--- config.mk ---
export PLATFORM = sky130hd
export DESIGN_NAME = pers_ctrl
export DESIGN_NICKNAME = d
export VERILOG_FILES = /design/src/pers_pkg.sv /design/src/pers_ctrl.sv
export SDC_FILE = /design/constraint.sdc
export NUM_CORES = 1
export LEC_CHECK = 0
export ABC_AREA = 1
export BUFFER_PORTS_ARGS = -buffer_cell sky130_fd_sc_hd__buf_2
export CAP_MARGIN = 20
export CORE_ASPECT_RATIO = 0.8
export CORE_MARGIN = 1
export CORE_UTILIZATION = 46
export CTS_CLUSTER_DIAMETER = 100
export DETAILED_ROUTE_END_ITERATION = 10
export GPL_ROUTABILITY_DRIVEN = 0
export GPL_TIMING_DRIVEN = 0
export PLACE_DENSITY = 0.78
export SYNTH_ARGS = -nofsm -noshare
export SYNTH_HDL_FRONTEND = slang
export SYNTH_SLANG_ARGS = --single-unit
--- constraint.sdc ---
create_clock -name clk -period 1.35 [get_ports clk]
set_input_delay 0.135 -clock clk [delete_from_list [all_inputs] [get_ports clk]]
set_output_delay 0.135 -clock clk [all_outputs]
set_load 0.01 [all_outputs]
--- src/pers_pkg.sv ---
// ----------------------------------------------------------------------------
// pers_pkg
// shared types and constants of the per-entry running statistics block
// ----------------------------------------------------------------------------
package pers_pkg;

  localparam int ENTRIES   = 1024;
  localparam int ENTRY_W   = 10;
  localparam int FRAC      = 16;
  localparam int NUM_CH    = 6;
  localparam int CH_W      = 3;
  localparam int CNT_W     = 5;
  localparam int TIME_W    = 32;
  localparam int FRM_W     = 32;
  localparam int VAL_W     = 48;
  localparam int M2_W      = 64;
  localparam int DIV_W     = 32;
  localparam int DELTA_W   = CNT_W + 1;
  localparam int CH_ADDR_W = ENTRY_W + CH_W;
  localparam int CH_DEPTH  = 1 << CH_ADDR_W;

  localparam logic CMD_UPDATE = 1'b0;
  localparam logic CMD_READ   = 1'b1;

  localparam logic [CH_W-1:0] CH_COUNT = 3'd0;
  localparam logic [CH_W-1:0] CH_OCC   = 3'd1;
  localparam logic [CH_W-1:0] CH_DELTA = 3'd2;
  localparam logic [CH_W-1:0] CH_ABS   = 3'd3;
  localparam logic [CH_W-1:0] CH_SQ    = 3'd4;
  localparam logic [CH_W-1:0] CH_RATE  = 3'd5;

  typedef struct packed {
    logic              valid;
    logic [CNT_W-1:0]  prev_count;
    logic [TIME_W-1:0] prev_time;
    logic [FRM_W-1:0]  frames;
    logic [FRM_W-1:0]  deltas;
  } entry_rec_t;

  typedef struct packed {
    logic [VAL_W-1:0] mean;
    logic [M2_W-1:0]  m2;
    logic [VAL_W-1:0] lo;
    logic [VAL_W-1:0] hi;
    logic [FRM_W-1:0] lo_frame;
    logic [FRM_W-1:0] hi_frame;
  } chan_rec_t;

  localparam int ENTRY_REC_W = $bits(entry_rec_t);
  localparam int CHAN_REC_W  = $bits(chan_rec_t);

  typedef struct packed {
    logic                 clr;
    logic [CH_ADDR_W-1:0] clr_addr;
    logic                 load_in;
    logic                 latch_e;
    logic                 rate_start;
    logic                 rate_latch;
    logic [CH_W-1:0]      ch;
    logic                 ch_latch;
    logic                 mean_step;
    logic                 mul_step;
    logic                 c_wr;
    logic                 e_wr;
    logic                 out_fire;
  } ctl_cmd_t;

  typedef struct packed {
    logic is_read;
    logic delta_valid;
    logic div_done;
  } dp_sts_t;

endpackage

--- src/pers_ctrl.sv ---
// ----------------------------------------------------------------------------
// pers_ctrl
// sequencer: clearing pass, read path, rate divide and channel updates
// ----------------------------------------------------------------------------
module pers_ctrl
  import pers_pkg::*;
(
  input  logic     clk,
  input  logic     rst_n,
  input  logic     start,
  output logic     busy,
  input  dp_sts_t  sts,
  output ctl_cmd_t cmd
);

  localparam logic [3:0] ST_CLEAR = 4'd0;
  localparam logic [3:0] ST_IDLE  = 4'd1;
  localparam logic [3:0] ST_ERD   = 4'd2;
  localparam logic [3:0] ST_RLAT  = 4'd3;
  localparam logic [3:0] ST_ELAT  = 4'd4;
  localparam logic [3:0] ST_RATE  = 4'd5;
  localparam logic [3:0] ST_RATEW = 4'd6;
  localparam logic [3:0] ST_CRD   = 4'd7;
  localparam logic [3:0] ST_CLAT  = 4'd8;
  localparam logic [3:0] ST_CDIV  = 4'd9;
  localparam logic [3:0] ST_CMEAN = 4'd10;
  localparam logic [3:0] ST_CMUL  = 4'd11;
  localparam logic [3:0] ST_CWB   = 4'd12;
  localparam logic [3:0] ST_EWB   = 4'd13;
  localparam logic [3:0] ST_CPROD = 4'd14;

  logic [3:0]           state_r, state_nxt;
  logic [CH_ADDR_W-1:0] clr_cnt_r, clr_cnt_nxt;
  logic [CH_W-1:0]      ch_r, ch_nxt;
  logic [CH_W-1:0]      last_ch;

  assign last_ch = sts.delta_valid ? CH_RATE : CH_OCC;

  always_comb begin
    state_nxt   = state_r;
    clr_cnt_nxt = clr_cnt_r;
    ch_nxt      = ch_r;
    cmd         = '0;
    cmd.clr_addr = clr_cnt_r;
    cmd.ch       = ch_r;
    unique case (state_r)
      ST_CLEAR: begin
        cmd.clr     = 1'b1;
        clr_cnt_nxt = clr_cnt_r + 1'b1;
        if (clr_cnt_r == '1) begin
          state_nxt = ST_IDLE;
        end
      end
      ST_IDLE: begin
        if (start) begin
          cmd.load_in = 1'b1;
          state_nxt   = ST_ERD;
        end
      end
      ST_ERD: begin
        state_nxt = sts.is_read ? ST_RLAT : ST_ELAT;
      end
      ST_RLAT: begin
        cmd.out_fire = 1'b1;
        state_nxt    = ST_IDLE;
      end
      ST_ELAT: begin
        cmd.latch_e = 1'b1;
        state_nxt   = ST_RATE;
      end
      ST_RATE: begin
        ch_nxt = CH_COUNT;
        if (sts.delta_valid) begin
          cmd.rate_start = 1'b1;
          state_nxt      = ST_RATEW;
        end else begin
          state_nxt = ST_CRD;
        end
      end
      ST_RATEW: begin
        if (sts.div_done) begin
          cmd.rate_latch = 1'b1;
          state_nxt      = ST_CRD;
        end
      end
      ST_CRD: begin
        state_nxt = ST_CLAT;
      end
      ST_CLAT: begin
        cmd.ch_latch = 1'b1;
        state_nxt    = ST_CDIV;
      end
      ST_CDIV: begin
        if (sts.div_done) begin
          state_nxt = ST_CMEAN;
        end
      end
      ST_CMEAN: begin
        cmd.mean_step = 1'b1;
        state_nxt     = ST_CMUL;
      end
      ST_CMUL: begin
        cmd.mul_step = 1'b1;
        state_nxt    = ST_CPROD;
      end
      ST_CPROD: begin
        // product of the two magnitudes is registered here
        state_nxt = ST_CWB;
      end
      ST_CWB: begin
        // m2 takes the registered product
        cmd.c_wr = 1'b1;
        if (ch_r == last_ch) begin
          state_nxt = ST_EWB;
        end else begin
          ch_nxt    = ch_r + 1'b1;
          state_nxt = ST_CRD;
        end
      end
      ST_EWB: begin
        cmd.e_wr  = 1'b1;
        state_nxt = ST_IDLE;
      end
      default: begin
        state_nxt = ST_IDLE;
      end
    endcase
  end

  always_ff @(posedge clk) begin
    if (!rst_n) begin
      state_r   <= ST_CLEAR;
      clr_cnt_r <= '0;
      ch_r      <= '0;
    end else begin
      state_r   <= state_nxt;
      clr_cnt_r <= clr_cnt_nxt;
      ch_r      <= ch_nxt;
    end
  end

  assign busy = state_r != ST_IDLE;

endmodule

==> results.sh <==
export IMPL_status="finished, violations left"
export IMPL_violations="setup timing"
export IMPL_grt_util_met3_pct=7.219
export IMPL_io_pins=34
export IMPL_final_cell_mix="nand2_1, buf_2, nor2_1"
export IMPL_worstSetupStartpoint="clr_cnt_r[0]$_SDFFE_PN0N_"
export IMPL_critPathTopFamily="simple AND/OR/NAND/NOR gates"
export IMPL_antenna_found_initial=0
export IMPL_grt_pass1_wl_um=5278
export IMPL_cts_root_buffer="clkbuf_4"
export IMPL_worst_pin_slew_ns=0.2883
export IMPL_fin_crit_sh_pct=103.9
export IMPL_nets=261
export IMPL_rsz0062_at_grt="yes"
export IMPL_regArea_um2=424.2
export IMPL_ir_drop_v=0.0006407
export IMPL_cts_tree="done"
export IMPL_r2r_slack_ns=-0.05
export IMPL_synth_edf_count=0
export IMPL_via_per_inst=5.066
export IMPL_drt_pass1_iter_count=4
export IMPL_cts_reportedPaths_clkPinSlew_ns=0.12
export IMPL_cp_num_buf_inv=1
export IMPL_critPathArrivalTime_ns=1.62
export IMPL_top_usage_layer="met1"
export IMPL_antenna_left=0
export IMPL_hold_path_class="input pin to register"
export IMPL_min_from="rst_n"
export IMPL_syn_inst=195
export IMPL_start_util_pct=49.70
export IMPL_worstSetupEndpointType="register"
export IMPL_grt_pass1_vias=1160
export IMPL_multi_input_area_um2=840.8
export IMPL_maxCapViolations=0
export IMPL_synth_distinct_cells=28
export IMPL_rr_endpoint="state_r[1]$_SDFFE_PN0P_"
export IMPL_dieArea_um2=2917
export IMPL_endpoint="state_r[1]$_SDFFE_PN0P_"
export IMPL_ys_flop_type="dfxtp_1"
export IMPL_reg2reg_from="clr_cnt_r[0]$_SDFFE_PN0N_"
export IMPL_hold_buffers=0
export IMPL_met2_usage_pct=32.78
export IMPL_grt_usage_pct=24.04
export IMPL_die_h_um=48.51
export IMPL_wl_um=3486
export IMPL_port_buffers=33
export IMPL_avgSynthCellArea_um2=6.378
export IMPL_finalCriticalPeriod_ns=1.402
export IMPL_dp_hpwl_um=2078
export IMPL_cp_cell_sequence="ha_4, inv_1, nor2_2, nand2_2, nor2_2, nor2_4, nor2_2, nand2_1, nand2_1, nor2_1"
export IMPL_p_leak_uw=0.0008383
export IMPL_ys_warnings_count=0
export IMPL_row_count=16
export IMPL_fin_skew_ns=0.004375
export IMPL_cp_start_kind="register"
export IMPL_placed_area_um2=1455
export IMPL_clk_latency_ns=0.31
export IMPL_setup_ws_ns=-0.05247
export IMPL_cp_common_cell="nor2_2"
export IMPL_insertedDiodeCount=0
export IMPL_drc=0
export IMPL_async_flop_share_pct=0
export IMPL_met1_usage_pct=35.89
export IMPL_vias=1454
export IMPL_slew_violations=0
export IMPL_die_w_um=60.14
export IMPL_crit_cells=10
export IMPL_htreeDepth=1
export IMPL_cp_required_ns=1.57
export IMPL_finalInstanceArea_um2=1812
export IMPL_reg2reg_depth=10
export IMPL_clock_path_buffers=2
export IMPL_fmax_mhz=713.0
export IMPL_slowest_stage="dfxtp_4"
export IMPL_cp_slowest_stage_delay_ns=0.38
export IMPL_maxSlewHeadroom_pct=80.66
export IMPL_wl_per_cell_um=12.15
export IMPL_yosysSeqAreaShare_pct=32.19
export IMPL_synth_fp_nets=204
export IMPL_grt_max_degree=12
export IMPL_netlist_area_um2=1244
export IMPL_ys_ff_latch=20
export IMPL_critPathMaxFanout=3
export IMPL_numCtsBuffers=3
export IMPL_drtIter0Drc=50
export IMPL_power_uw=2332
export IMPL_clock_sink_count=20
export IMPL_core_um2=2502
export IMPL_final_layout_size_suffix_gt1_share_pct=44.22
export IMPL_areaGrowthSynthToFinish_pct=45.67
export IMPL_grt_overflow=0
export IMPL_hold_viol_final=0
export IMPL_setup_viol=7
export IMPL_power_density_nw_per_um2=1287
export IMPL_fillers=187
export IMPL_critPathKind="register to register"
==> state kept, by name, summed over array words and instances (netlist names) <==
register,flops
clr_cnt_r,13
state_r,4
ch_r,3
==> worst min-delay path, cell delays in order <==
cell      delay [ns]
buf_2           0.12
o211ai_1        0.09
a21oi_1         0.04
==> through the flow <==
| step | utilization, % | TNS (ns) | cells | setup WS, ns | hold slack [ns] |
|---|---|---|---|---|---|
| global placement | 58.15 | -0.1627 | 264 | -0.07701 | 0.4386 |
| global route | 72.40 | -1.346 | 287 | -0.1531 | 0.1016 |
| finish | 72.40 | -0.2184 | 287 | -0.05247 | 0.1030 |
| CTS | 64.90 | -0.2598 | 279 | -0.07443 | 0.09746 |
| detailed placement | 58.15 | -0.2335 | 264 | -0.07754 | 0.4448 |
| floorplan | - | 0 | 195 | 0.01791 | 0.2941 |
==> timing repair <==
action | 4_1_cts | 5_1_grt
pin swaps | 7 | 18
buffers inserted | 11 | 9
gates resized for setup | 24 | 42
endpoints found under the setup margin | 21 | 24
==> Yosys cell counts (2+ instances only) <==
cell       n  share of area (%)
a21oi_1   12                4.8
o211ai_1   2                1.2
ha_1       3                3.0
nand2_2    5                2.5
nor2_2     7                3.5
nand4_1    3                1.5
dfxtp_1   20                 32
nand3_1   10                4.0
nor2_1    38                 11
inv_2      2               0.60
nand2_1   37                 11
o21ai_0   12                4.8
nor3_1     4                1.6
inv_1     26                7.8
==> power breakdown <==
group | internal (uW) | leakage (uW) | total (uW) | switching [uW]
clock network | 165 | 0.0000210 | 361 | 196
logic | 536 | 0.000650 | 1190 | 652
registers | 673 | 0.000167 | 784 | 110
total | 1370 | 0.000838 | 2330 | 958
==> per-layer routing <==
layer / vias to the layer above / routed length, um
met4: 0 / 69
met1: 659 / 1661
met2: 53 / 1563
li1: 734 / -
met3: 8 / 193
met5: - / 0
==> cells by family after synthesis <==
kind of cell / Yosys count / synth area share (%)
AO/OA/AOI/OAI: 29 / 12.37
buffers and inverters: 31 / 10.36
AND/OR/NAND/NOR: 110 / 40.65
flip-flops: 20 / 32.19
XOR/XNOR: 2 / 1.409
adder cells (fa/ha/maj): 3 / 3.018
==> worst min path at each step <==
stage / end / cells after the start
floorplan: state_r[0]$_SDFFE_PN0P_ / 2
detailed placement: state_r[0]$_SDFFE_PN0P_ / 3
CTS: state_r[0]$_SDFFE_PN0P_ / 3
finish: state_r[0]$_SDFFE_PN0P_ / 3
global placement: state_r[0]$_SDFFE_PN0P_ / 3
global route: state_r[0]$_SDFFE_PN0P_ / 3
==> cell type report <==
cell class	instances	share of cell area (%)
clock buffer	4	2.003
multi-input combinational	144	46.41
buffer	1	0.6215
timing repair buffer	52	17.75
tap	36	2.486
inverter	30	7.320
sequential	20	23.41
Power figures use the tool's default switching activity.
